==> config.mk <==
export PLATFORM = sky130hd
export DESIGN_NAME = rgb555_pixel_alu_top
export DESIGN_NICKNAME = d
export VERILOG_FILES = /design/src/rtl/rpa_pkg.sv /design/src/rtl/rpa_channel.sv /design/src/rtl/rgb555_pixel_alu_top.sv
export VERILOG_INCLUDE_DIRS = /design/src /design/src/rtl
export SDC_FILE = /design/constraint.sdc
export NUM_CORES = 1
export LEC_CHECK = 0
export ABC_CLOCK_PERIOD_IN_PS = 8900
export BUFFER_PORTS_ARGS = -buffer_cell sky130_fd_sc_hd__buf_4
export CORE_AREA = 3 3 124 126
export DETAILED_ROUTE_END_ITERATION = 10
export DIE_AREA = 0 0 127 129
export PLACE_DENSITY = 0.86
export SYNTH_ARGS = -nofsm -noshare
export SYNTH_HDL_FRONTEND = slang
export SYNTH_SLANG_ARGS = --single-unit
export TNS_END_PERCENT = 20
==> constraint.sdc <==
create_clock -name clock -period 8.9 [get_ports clock]
set_input_delay 0.89 -clock clock [delete_from_list [all_inputs] [get_ports clock]]
set_output_delay 0.89 -clock clock [all_outputs]
set_load 0.01 [all_outputs]
==> src/rtl/rgb555_pixel_alu_top_defines.svh <==
// Assertion macros for the RGB555 pixel ALU.
// Used by rgb555_pixel_alu_top.sv; no other dependencies.
`ifndef RGB555_PIXEL_ALU_TOP_DEFINES_SVH
`define RGB555_PIXEL_ALU_TOP_DEFINES_SVH

`ifndef SYNTHESIS
`define RPA_ASSERT_IMPL(label, clk, rst, ante, cons) \
   label: assert property (@(posedge clk) disable iff (rst) (ante) |-> (cons)) \
      else $error("rgb555 pixel alu assertion failed");
`define RPA_ASSERT_NEXT(label, clk, rst, ante, cons) \
   label: assert property (@(posedge clk) disable iff (rst) (ante) |=> (cons)) \
      else $error("rgb555 pixel alu assertion failed");
`else
`define RPA_ASSERT_IMPL(label, clk, rst, ante, cons)
`define RPA_ASSERT_NEXT(label, clk, rst, ante, cons)
`endif

`endif

==> src/rtl/rpa_pkg.sv <==
// Shared types and constants for the RGB555 pixel ALU.
// No dependencies; used by rpa_channel.sv and rgb555_pixel_alu_top.sv.
package rpa_pkg;

   localparam int CH_W      = 5;
   localparam int COLOR_W   = 15;
   localparam int WORD_W    = 16;
   localparam int CMD_W     = 3;
   localparam int AMOUNT_W  = 9;

   // Channel positions in an RGB555 colour.
   localparam int SHIFT_R   = 10;
   localparam int SHIFT_G   = 5;
   localparam int SHIFT_B   = 0;

   // Channel positions used when converting a 5-6-5 word.
   localparam int SHIFT_R565 = 11;
   localparam int SHIFT_G565 = 6;

   localparam logic [AMOUNT_W-1:0] FULL_FACTOR = 9'd256;

   typedef enum logic [CMD_W-1:0] {
      CMD_MIN    = 3'd0,
      CMD_SUB    = 3'd1,
      CMD_AVG    = 3'd2,
      CMD_BLEND  = 3'd3,
      CMD_CVT565 = 3'd4,
      CMD_CVT555 = 3'd5
   } cmd_type;

endpackage

==> src/rtl/rpa_channel.sv <==
// One 5-bit colour channel of the pixel ALU: min, saturating subtract,
// average and blend. Depends on rpa_pkg.
module rpa_channel (
   input  rpa_pkg::cmd_type                 op,
   input  logic [rpa_pkg::CH_W-1:0]         chan_a,
   input  logic [rpa_pkg::CH_W-1:0]         chan_b,
   input  logic [rpa_pkg::AMOUNT_W-1:0]     amount,
   input  logic [rpa_pkg::AMOUNT_W-1:0]     factor,
   output logic [rpa_pkg::CH_W-1:0]         chan_out
);

   logic [rpa_pkg::AMOUNT_W-1:0] a_wide;
   logic [rpa_pkg::AMOUNT_W-1:0] sub_diff;
   logic [rpa_pkg::CH_W:0]       avg_sum;
   logic signed [rpa_pkg::CH_W:0] diff;
   logic signed [15:0]           prod;
   logic signed [15:0]           step;
   logic signed [15:0]           blend_sum;

   assign a_wide   = {{(rpa_pkg::AMOUNT_W-rpa_pkg::CH_W){1'b0}}, chan_a};
   assign sub_diff = a_wide - amount;
   assign avg_sum  = {1'b0, chan_a} + {1'b0, chan_b};

   // Signed difference times the factor; the arithmetic shift floors the
   // scaled step for negative differences as well.
   assign diff      = $signed({1'b0, chan_b}) - $signed({1'b0, chan_a});
   assign prod      = $signed({7'b0, factor}) * $signed({{10{diff[rpa_pkg::CH_W]}}, diff});
   assign step      = prod >>> 8;
   assign blend_sum = $signed({11'b0, chan_a}) + step;

   always_comb begin
      case (op)
         rpa_pkg::CMD_MIN:   chan_out = (chan_a < chan_b) ? chan_a : chan_b;
         rpa_pkg::CMD_SUB:   chan_out = (a_wide > amount) ? sub_diff[rpa_pkg::CH_W-1:0] : '0;
         rpa_pkg::CMD_AVG:   chan_out = avg_sum[rpa_pkg::CH_W:1];
         rpa_pkg::CMD_BLEND: chan_out = blend_sum[rpa_pkg::CH_W-1:0];
         default:            chan_out = '0;
      endcase
   end

endmodule

==> src/rtl/rgb555_pixel_alu_top.sv <==
// Top level of the RGB555 pixel ALU: input register, three channel units,
// format conversions and the result register.
// Depends on rpa_pkg, rpa_channel and rgb555_pixel_alu_top_defines.svh.
//
// Usage:
//   A command is transferred at a rising clock edge where start is high and
//   busy is low. busy is high only while reset is asserted, so a new command
//   may be issued on every clock cycle.
//   req_cmd selects min, saturating subtract, average, blend, 5-6-5 convert
//   or 555 convert; unused codes give a black result.
//   Each command yields one result on rsp_color_out, marked by rsp_strobe for
//   exactly one cycle. The command passes through the input register and
//   then the result register; all arithmetic, including the 9 x 6 bit blend
//   multiply per channel, sits between them.
//   Throughput is one command per cycle, set by the single-pass datapath.
//   There is no flow control on the result side: the receiver must take
//   every strobed result.
//   Reset is synchronous and active high; it drops any command in flight.
`include "rgb555_pixel_alu_top_defines.svh"

module rgb555_pixel_alu_top (
   input  logic                               clock,
   input  logic                               reset,
   input  logic                               start,
   output logic                               busy,
   input  logic [rpa_pkg::CMD_W-1:0]          req_cmd,
   input  logic [rpa_pkg::WORD_W-1:0]         req_color_a,
   input  logic [rpa_pkg::COLOR_W-1:0]        req_color_b,
   input  logic [rpa_pkg::AMOUNT_W-1:0]       req_amount,
   output logic                               rsp_strobe,
   output logic [rpa_pkg::COLOR_W-1:0]        rsp_color_out
);

   localparam int CH_W = rpa_pkg::CH_W;

   logic                               s1_valid_ff;
   logic [rpa_pkg::CMD_W-1:0]          s1_cmd_ff;
   logic [rpa_pkg::WORD_W-1:0]         s1_a_ff;
   logic [rpa_pkg::COLOR_W-1:0]        s1_b_ff;
   logic [rpa_pkg::AMOUNT_W-1:0]       s1_amount_ff;

   logic                               rsp_strobe_ff;
   logic [rpa_pkg::COLOR_W-1:0]        rsp_color_ff;
   logic [rpa_pkg::COLOR_W-1:0]        rsp_color_in;

   logic                               accept;
   rpa_pkg::cmd_type                   op;
   logic [rpa_pkg::AMOUNT_W-1:0]       factor;
   logic [CH_W-1:0]                    r_out, g_out, b_out;

   assign busy   = reset;
   assign accept = start && !busy;

   always_ff @(posedge clock) begin
      if (reset) begin
         s1_valid_ff   <= 1'b0;
         rsp_strobe_ff <= 1'b0;
      end else begin
         s1_valid_ff   <= accept;
         rsp_strobe_ff <= s1_valid_ff;
      end
   end

   always_ff @(posedge clock) begin
      if (accept) begin
         s1_cmd_ff    <= req_cmd;
         s1_a_ff      <= req_color_a;
         s1_b_ff      <= req_color_b;
         s1_amount_ff <= req_amount;
      end
      rsp_color_ff <= rsp_color_in;
   end

   assign op     = rpa_pkg::cmd_type'(s1_cmd_ff);
   // Factors above 1.0 saturate to 1.0.
   assign factor = (s1_amount_ff > rpa_pkg::FULL_FACTOR) ? rpa_pkg::FULL_FACTOR : s1_amount_ff;

   rpa_channel u_red (
      .op       (op),
      .chan_a   (s1_a_ff[rpa_pkg::SHIFT_R +: CH_W]),
      .chan_b   (s1_b_ff[rpa_pkg::SHIFT_R +: CH_W]),
      .amount   (s1_amount_ff),
      .factor   (factor),
      .chan_out (r_out)
   );

   rpa_channel u_green (
      .op       (op),
      .chan_a   (s1_a_ff[rpa_pkg::SHIFT_G +: CH_W]),
      .chan_b   (s1_b_ff[rpa_pkg::SHIFT_G +: CH_W]),
      .amount   (s1_amount_ff),
      .factor   (factor),
      .chan_out (g_out)
   );

   rpa_channel u_blue (
      .op       (op),
      .chan_a   (s1_a_ff[rpa_pkg::SHIFT_B +: CH_W]),
      .chan_b   (s1_b_ff[rpa_pkg::SHIFT_B +: CH_W]),
      .amount   (s1_amount_ff),
      .factor   (factor),
      .chan_out (b_out)
   );

   always_comb begin
      case (op)
         rpa_pkg::CMD_MIN,
         rpa_pkg::CMD_SUB,
         rpa_pkg::CMD_AVG,
         rpa_pkg::CMD_BLEND:  rsp_color_in = {r_out, g_out, b_out};
         // The 5-6-5 word drops the lowest green bit.
         rpa_pkg::CMD_CVT565: rsp_color_in = {s1_a_ff[rpa_pkg::SHIFT_R565 +: CH_W],
                                              s1_a_ff[rpa_pkg::SHIFT_G565 +: CH_W],
                                              s1_a_ff[rpa_pkg::SHIFT_B +: CH_W]};
         rpa_pkg::CMD_CVT555: rsp_color_in = s1_a_ff[rpa_pkg::COLOR_W-1:0];
         default:             rsp_color_in = '0;
      endcase
   end

   assign rsp_strobe    = rsp_strobe_ff;
   assign rsp_color_out = rsp_color_ff;

   `RPA_ASSERT_NEXT(a_accept_loads_stage, clock, reset, accept, s1_valid_ff)
   `RPA_ASSERT_IMPL(a_accept_gives_result, clock, reset, accept, ##2 rsp_strobe)
   `RPA_ASSERT_IMPL(a_no_spurious_result, clock, reset, !accept, ##2 !rsp_strobe)
   `RPA_ASSERT_IMPL(a_unused_cmd_black, clock, reset, accept && (req_cmd > rpa_pkg::CMD_CVT555), ##2 (rsp_color_out == '0))

endmodule
==> results_tabular.tex, run 1 <==
\begin{tabular}{lr}
\hline
Metric & Value \\
\hline
\multicolumn{2}{l}{\textbf{Status}} \\
Result of the run & completed \\
\multicolumn{2}{l}{\textbf{STA}} \\
Final-report setup violation count & 0 \\
Setup TNS & 0 ns \\
RSZ-0062 raised after global routing & false \\
Number of hold-slack violations in the final timing report & 0 \\
Final Max Slew Viols & 0 \\
Clock Skew & 0.01389 ns \\
Crit path time final & 7.342 ns \\
Final worst path period share & 0.8250 \\
Achievable clock frequency & 0.1362 GHz \\
Transition time at the pin with the least slew margin & 0.8989 ns \\
Max-slew headroom & 0.3985 \\
\multicolumn{2}{l}{\textbf{GRT}} \\
Initial antenna violation count & 0 \\
Vias in the first global route & 7451 \\
Grt total ovfl & 0 \\
Global-route wire length before repair & 34730 µm \\
Maximum number of pins on one net before global-route repair & 44 \\
GR Util All Layers & 0.2658 \\
\multicolumn{2}{l}{\textbf{Final layout}} \\
Commonest non-fill, non-tap cells in the layout & 132 x sky130\_fd\_sc\_hd\_\_nor2\_1, 120 x sky130\_fd\_sc\_hd\_\_ha\_1, 113 x sky130\_fd\_sc\_hd\_\_inv\_1, 96 x sky130\_fd\_sc\_hd\_\_fa\_1, 65 x sky130\_fd\_sc\_hd\_\_buf\_4 \\
Ratio of cells with drive above 1 in the final layout & 0.1147 \\
Share of the core filled with cells & 0.6744 \\
Number of fill cells & 1080 \\
Area grow syn2layout & 10.41\% \\
Most common cell after layout, fill and taps aside & sky130\_fd\_sc\_hd\_\_nor2\_1 \\
Final net count & 1242 \\
Number of antenna repair diodes & 0 \\
\multicolumn{2}{l}{\textbf{CTS}} \\
CTS resizes & 0 \\
CTS Root Buffer Type & sky130\_fd\_sc\_hd\_\_clkbuf\_16 \\
Bufs on Longest Clock Path & 2 \\
Hold buffer count at cts & 0 \\
Total CTS buffers & 9 \\
Clock latency at the later pin of the worst-skew pair & 0.35 ns \\
Clock slew at reported path FFs & 0.06 ns \\
Buffers inserted during post-CTS setup optimization & 0 \\
TritonCTS clock tree & yes \\
H-Tree Depth & 3 \\
Count of clock tree sinks & 60 \\
\multicolumn{2}{l}{\textbf{Synth}} \\
Cell area after synthesis & 8811 µm² \\
\#FFs+latches synth & 60 \\
Synth unique cells & 69 \\
Number of synthesized flops with an enable pin & 43 \\
Synthesized area divided by synthesized cell count & 9.464 µm² \\
Number of cells produced by synthesis & 931 \\
Number of nets in the synthesized netlist & 1193 \\
Sequential element share of the synthesized area & 0.1852 \\
Post-synth top flop & sky130\_fd\_sc\_hd\_\_edfxtp\_1 \\
Total number of yosys warnings & 0 \\
Post-synthesis async set-or-reset flop share & 0 \\
\multicolumn{2}{l}{\textbf{Die}} \\
Die Area & 16380 µm² \\
Placeable Area & 14420 µm² \\
Io pins & 63 \\
Standard-cell row count & 44 \\
Die width & 127 µm \\
Starting density of the core & 0.6109 \\
Height of the chip & 129 µm \\
\multicolumn{2}{l}{\textbf{Job}} \\
Number of max-cap violations & 0 \\
\multicolumn{2}{l}{\textbf{Hold path}} \\
Path type of the worst min-delay path & flop to flop \\
Launch instance of the worst min-delay path & s1\_valid\_ff \\
\multicolumn{2}{l}{\textbf{Place}} \\
Count of input and output buffers & 62 \\
Final RePlAce weighted congestion & 0.9171 \\
Total half-perimeter wirelength after legalization and detailed placement & 16250 µm \\
\multicolumn{2}{l}{\textbf{Worst setup path}} \\
Reg2Reg Launch Point & s1\_a\_ff[1] \\
Signal arrival time at the worst endpoint & 7.61 ns \\
Startpoint type of the worst setup path & flop \\
Type of element capturing the critical path & flop \\
Max Fanout on Critical Path & 8 \\
Critical path start-end classification & flop to flop \\
Setup crit start & s1\_a\_ff[1] \\
WP data required & 9.17 ns \\
\multicolumn{2}{l}{\textbf{Power and ir drop}} \\
Maximum vdd drop & 0.1621 mV \\
Int Pwr & 1.611 mW \\
Power share of the clock group & 0.143 \\
Sw frac & 0.4440 \\
Gate power share & 0.728 \\
Share of power burned in registers & 0.130 \\
Leakage power of the design & 4.664 nW \\
Sw Pwr & 1.286 mW \\
Pwr dens & 297.8 nW/µm² \\
\multicolumn{2}{l}{\textbf{Routing}} \\
Total wire length & 20950 µm \\
First-iteration detailed-routing DRC count & 447 \\
Routed via count & 6932 \\
First-pass detailed-route iteration total & 5 \\
Routed Antenna Nets & 0 \\
Routed via count divided by cell count & 5.930 \\
Average wire per cell in the routed design & 17.92 µm \\
DRC errors left & 0 \\
\hline
\end{tabular}
power groups by stage:
| stage | Combinational, mW | Sequential (mW) | Clock (mW) |
|---|---|---|---|
| after global placement | 1.97 | 0.379 | 0 |
| after global routing | 2.37 | 0.380 | 0.429 |
| after CTS | 2.10 | 0.375 | 0.416 |
| after detailed placement | 2.05 | 0.380 | 0 |
| after floorplan | 1.59 | 0.384 | 0 |
| final | 2.11 | 0.375 | 0.413 |
state kept, by name, summed over array words and instances (netlist names):
register,flops
rsp_color_out,15
s1_amount_ff,9
s1_a_ff,16
s1_b_ff,15
s1_valid_ff,1
op,3
rsp_strobe,1
metal layers:
metal | track usage | up-vias | routed length, µm
li1 | - | 3199 | -
met1 | 0.3140 | 3308 | 8359
met2 | 0.4570 | 334 | 10070
met3 | 0.04815 | 91 | 1450
met4 | 0.1527 | 0 | 1069
met5 | 0 | - | 0
critical path, cell delays in order (launching register included):
cell and delay (ns):
sky130_fd_sc_hd__edfxtp_1 0.54, sky130_fd_sc_hd__inv_1 0.19, sky130_fd_sc_hd__fa_1 0.54, sky130_fd_sc_hd__a21oi_1 0.26, sky130_fd_sc_hd__o21ba_2 0.20, sky130_fd_sc_hd__xor2_1 0.48, sky130_fd_sc_hd__nand2b_1 0.21, sky130_fd_sc_hd__fa_1 0.48
sky130_fd_sc_hd__fa_1 0.56, sky130_fd_sc_hd__inv_1 0.06, sky130_fd_sc_hd__fa_1 0.50, sky130_fd_sc_hd__fa_1 0.41, sky130_fd_sc_hd__ha_1 0.30, sky130_fd_sc_hd__a21oi_1 0.19, sky130_fd_sc_hd__o21ai_0 0.12, sky130_fd_sc_hd__nor3_1 0.45
sky130_fd_sc_hd__xnor2_1 0.22, sky130_fd_sc_hd__inv_1 0.09, sky130_fd_sc_hd__fa_1 0.43, sky130_fd_sc_hd__inv_1 0.08, sky130_fd_sc_hd__a21o_1 0.12, sky130_fd_sc_hd__a21oi_1 0.08, sky130_fd_sc_hd__xnor2_1 0.24, sky130_fd_sc_hd__xnor3_1 0.38
sky130_fd_sc_hd__o211ai_2 0.14
Yosys cell counts (3+ instances only):
library cell	number	area [µm²]
sky130_fd_sc_hd__o21a_1	7	52.55
sky130_fd_sc_hd__a21oi_1	40	200.2
sky130_fd_sc_hd__o211ai_1	3	22.52
sky130_fd_sc_hd__a211oi_1	3	22.52
sky130_fd_sc_hd__nand3b_1	3	22.52
sky130_fd_sc_hd__nand4b_1	3	26.28
sky130_fd_sc_hd__nand2_1	59	221.5
sky130_fd_sc_hd__o21bai_1	7	52.55
sky130_fd_sc_hd__buf_6	4	45.04
sky130_fd_sc_hd__xnor2_1	45	394.1
sky130_fd_sc_hd__nor2_1	132	495.5
sky130_fd_sc_hd__mux2i_1	20	200.2
sky130_fd_sc_hd__dfxtp_1	17	340.3
sky130_fd_sc_hd__o21ai_0	23	115.1
sky130_fd_sc_hd__a222oi_1	3	30.03
sky130_fd_sc_hd__xor2_1	15	131.4
sky130_fd_sc_hd__a31oi_1	3	18.77
sky130_fd_sc_hd__nor3_1	5	25.02
sky130_fd_sc_hd__or2_2	11	68.82
sky130_fd_sc_hd__nand2b_1	22	137.6
sky130_fd_sc_hd__inv_1	113	424.2
sky130_fd_sc_hd__nor2b_1	17	106.4
sky130_fd_sc_hd__o221ai_1	4	35.03
sky130_fd_sc_hd__buf_1	3	11.26
sky130_fd_sc_hd__and2_1	9	56.30
sky130_fd_sc_hd__nand3_1	8	40.04
sky130_fd_sc_hd__o22a_1	5	43.79
sky130_fd_sc_hd__xnor3_1	3	67.56
sky130_fd_sc_hd__edfxtp_1	43	1291
sky130_fd_sc_hd__fa_1	96	1922
sky130_fd_sc_hd__o22ai_1	4	25.02
sky130_fd_sc_hd__nand4_1	3	18.77
sky130_fd_sc_hd__clkbuf_1	16	60.06
sky130_fd_sc_hd__a21o_1	10	75.07
sky130_fd_sc_hd__ha_1	120	1501
per-stage QoR:
step / power [mW] / hold WS [ns] / instance area, µm² / instances / setup WS (ns)
after floorplan: 1.976 / 0.4138 / 8811 / 931 / 2.371
final: 2.897 / 0.4475 / 9728 / 1169 / 1.558
after detailed placement: 2.425 / 0.4410 / 9387 / 1153 / 1.701
after global routing: 3.176 / 0.4813 / 9728 / 1169 / 1.148
after CTS: 2.888 / 0.4480 / 9728 / 1169 / 1.597
after global placement: 2.350 / 0.4219 / 9387 / 1153 / 1.976
final timing paths:
check                                        end  slack, ns  cells after the start
worst max-delay path            rsp_color_out[4]       1.56                     24
worst min-delay path                  rsp_strobe       0.45                      1
worst max register to register  rsp_color_out[4]       1.56                     24
worst min register to register        rsp_strobe       0.45                      1
final cells by class:
| type | instances | area (µm²) | area share |
|---|---|---|---|
| clock inverter | 6 | 112.6 | 0.01158 |
| inverter | 115 | 436.7 | 0.04489 |
| tap | 184 | 230.2 | 0.02367 |
| clock buffer | 10 | 229.0 | 0.02354 |
| sequential | 60 | 1632 | 0.1677 |
| multi-input combinational | 729 | 6600 | 0.6785 |
| timing repair buffer | 65 | 488.0 | 0.05016 |
logic make-up (layout without fill, tap and decap cells):
family                     Yosys count  count (layout)  synth area share
adders and majority gates          216             216            0.3885
and+or+nand+nor                    287             287            0.1522
AOI/OAI and AO/OA                  140             140            0.1130
DFF                                 60              60            0.1852
muxes                               22              22           0.02528
xor gates and xnor gates            64              64           0.06916
buffers and inverters              142             196           0.06660
Power figures use the tool's default switching activity.
==> run 2: changes to the inputs <==
--- a/config.mk
+++ b/config.mk
@@ -6,7 +6,7 @@
 export SDC_FILE = /design/constraint.sdc
 export NUM_CORES = 1
 export LEC_CHECK = 0
-export ABC_CLOCK_PERIOD_IN_PS = 8900
+export ABC_CLOCK_PERIOD_IN_PS = 7100
 export BUFFER_PORTS_ARGS = -buffer_cell sky130_fd_sc_hd__buf_4
 export CORE_AREA = 3 3 124 126
 export DETAILED_ROUTE_END_ITERATION = 10
==> constraint.sdc (replaced) <==
create_clock -name clock -period 7.1 [get_ports clock]
set_input_delay 0.71 -clock clock [delete_from_list [all_inputs] [get_ports clock]]
set_output_delay 0.71 -clock clock [all_outputs]
set_load 0.01 [all_outputs]
==> results_tabular.tex, run 2 (same netlist as run 1, synthesis figures left out) <==
\begin{tabular}{lr}
\hline
Metric & Value \\
\hline
\multicolumn{2}{l}{\textbf{Status}} \\
Result of the run & completed \\
\multicolumn{2}{l}{\textbf{STA}} \\
Number of hold-slack violations in the final timing report & 0 \\
Final-report setup violation count & 0 \\
Clock Skew & 0.01480 ns \\
Final Max Slew Viols & 0 \\
RSZ-0062 raised after global routing & true \\
Max-slew headroom & 0.4945 \\
Achievable clock frequency & 0.1471 GHz \\
Final worst path period share & 0.9577 \\
Crit path time final & 6.799 ns \\
Transition time at the pin with the least slew margin & 0.7567 ns \\
\multicolumn{2}{l}{\textbf{Routing}} \\
First-iteration detailed-routing DRC count & 494 \\
DRC errors left & 0 \\
Routed Antenna Nets & 0 \\
First-pass detailed-route iteration total & 7 \\
Total wire length & 21830 µm \\
Routed via count divided by cell count & 5.922 \\
Average wire per cell in the routed design & 18.22 µm \\
Routed via count & 7094 \\
\multicolumn{2}{l}{\textbf{CTS}} \\
TritonCTS clock tree & yes \\
Count of clock tree sinks & 60 \\
Clock slew at reported path FFs & 0.05 ns \\
CTS Root Buffer Type & sky130\_fd\_sc\_hd\_\_clkbuf\_16 \\
Clock latency at the later pin of the worst-skew pair & 0.34 ns \\
Total CTS buffers & 9 \\
Bufs on Longest Clock Path & 2 \\
H-Tree Depth & 3 \\
\multicolumn{2}{l}{\textbf{Place}} \\
Total half-perimeter wirelength after legalization and detailed placement & 16940 µm \\
Dpl cell area & 9567 µm² \\
Final RePlAce weighted congestion & 0.9463 \\
Count of input and output buffers & 62 \\
Number of instances in the placed design & 1177 \\
\multicolumn{2}{l}{\textbf{Final layout}} \\
Share of the core filled with cells & 0.6914 \\
Most common cell after layout, fill and taps aside & sky130\_fd\_sc\_hd\_\_nor2\_1 \\
Post-layout instance count excluding filler cells & 1198 \\
Register area & 1632 µm² \\
Number of fill cells & 999 \\
Number of antenna repair diodes & 0 \\
Final net count & 1271 \\
Largest register by flop count & s1\_a\_ff \\
Max FFs per register & 16 \\
Commonest non-fill, non-tap cells in the layout & 132 x sky130\_fd\_sc\_hd\_\_nor2\_1, 118 x sky130\_fd\_sc\_hd\_\_ha\_1, 113 x sky130\_fd\_sc\_hd\_\_inv\_1, 94 x sky130\_fd\_sc\_hd\_\_fa\_1, 94 x sky130\_fd\_sc\_hd\_\_buf\_4 \\
Area grow syn2layout & 13.18\% \\
Ratio of cells with drive above 1 in the final layout & 0.1499 \\
Summed area of non-filler cells in the final layout & 9972 µm² \\
Total area of multi-input combinational cells & 6650 µm² \\
\multicolumn{2}{l}{\textbf{Die}} \\
Standard-cell row count & 44 \\
Io pins & 63 \\
Die width & 127 µm \\
Die Area & 16380 µm² \\
Height of the chip & 129 µm \\
Placeable Area & 14420 µm² \\
Starting density of the core & 0.6109 \\
\multicolumn{2}{l}{\textbf{GRT}} \\
Vias in the first global route & 7573 \\
Grt total ovfl & 0 \\
Met1 track demand over resource & 0.3293 \\
GR Util met3 & 0.05853 \\
Global route hottest layer & met2 \\
Initial antenna violation count & 0 \\
GR Util All Layers & 0.2748 \\
Global routing met2 resource utilization & 0.4555 \\
Global-route wire length before repair & 35740 µm \\
Maximum number of pins on one net before global-route repair & 44 \\
\multicolumn{2}{l}{\textbf{Worst setup path}} \\
Signal arrival time at the worst endpoint & 7.06 ns \\
Type of element capturing the critical path & flop \\
Worst path bufs/invs & 5 \\
Critical path start-end classification & flop to flop \\
Family with the most delay on the worst path & adder cells \\
Slowest cell on the critical path & sky130\_fd\_sc\_hd\_\_fa\_1 \\
Startpoint type of the worst setup path & flop \\
Largest stage delay on the critical path & 0.56 ns \\
WP data required & 7.36 ns \\
Cell occurring most often along the worst timing path & sky130\_fd\_sc\_hd\_\_fa\_1 \\
Max Fanout on Critical Path & 8 \\
\multicolumn{2}{l}{\textbf{Hold path}} \\
Path type of the worst min-delay path & flop to flop \\
\multicolumn{2}{l}{\textbf{Power and ir drop}} \\
Pwr dens & 365.6 nW/µm² \\
Leakage power of the design & 4.791 nW \\
Maximum vdd drop & 0.2803 mV \\
Power, Total & 3.646 mW \\
\multicolumn{2}{l}{\textbf{Job}} \\
Number of max-cap violations & 0 \\
\hline
\end{tabular}
==> run 2: cell type report <==
class	instances	area share
sequential	60	0.1636
multi-input combinational	729	0.6669
clock buffer	10	0.02296
timing repair buffer	94	0.07077
tap	184	0.02309
inverter	115	0.04379
clock inverter	6	0.008908
==> run 2: final timing paths <==
path,from,endpoint,slack [ns],cells past startpoint
min reg2reg,s1_valid_ff,rsp_strobe,0.45,1
min,s1_valid_ff,rsp_strobe,0.45,1
max,s1_b_ff[2],rsp_color_out[4],0.30,25
max reg2reg,s1_b_ff[2],rsp_color_out[4],0.30,25
==> run 2: timing repair <==
| item | CTS | global route |
|---|---|---|
| hold endpoints to repair | 0 | 0 |
| hold buffers | 0 | 0 |
| gates resized for setup | 0 | 11 |
| buffers inserted | 0 | 5 |
| endpoints found under the setup margin | 0 | 5 |
==> run 2: worst register-to-register path: cells and delay by family (launching register included) <==
family	cells	cell delay, ns
AOI/OAI and AO/OA	6	1.08
xor gates and xnor gates	3	0.76
adders and majority gates	7	3.27
buffers and inverters	5	0.55
DFF	1	0.41
and+or+nand+nor	4	0.65
==> run 2: where the power goes <==
group	internal, mW	leakage, nW	switching, mW
logic	1.28	4.10	1.43
clock network	0.307	0.149	0.168
registers	0.431	0.545	0.0338
total	2.01	4.79	1.63
==> run 2: layer usage <==
layer | vias to the layer above | share of wire | wire (µm)
met4 | 0 | 0.058 | 1256
li1 | 3258 | - | -
met5 | - | 0 | 0
met1 | 3364 | 0.39 | 8462
met3 | 101 | 0.077 | 1679
met2 | 371 | 0.48 | 10430
==> run 2: metrics by stage <==
| stage | hold WS [ns] | setup TNS [ns] | worst slack [ns] |
|---|---|---|---|
| after CTS | 0.4552 | 0 | 0.1639 |
| after global placement | 0.4310 | 0 | 0.3244 |
| after detailed placement | 0.4372 | 0 | 0.1950 |
| after floorplan | 0.4138 | 0 | 0.5708 |
| final | 0.4515 | 0 | 0.3005 |
| after global routing | 0.4610 | -0.08295 | -0.07057 |
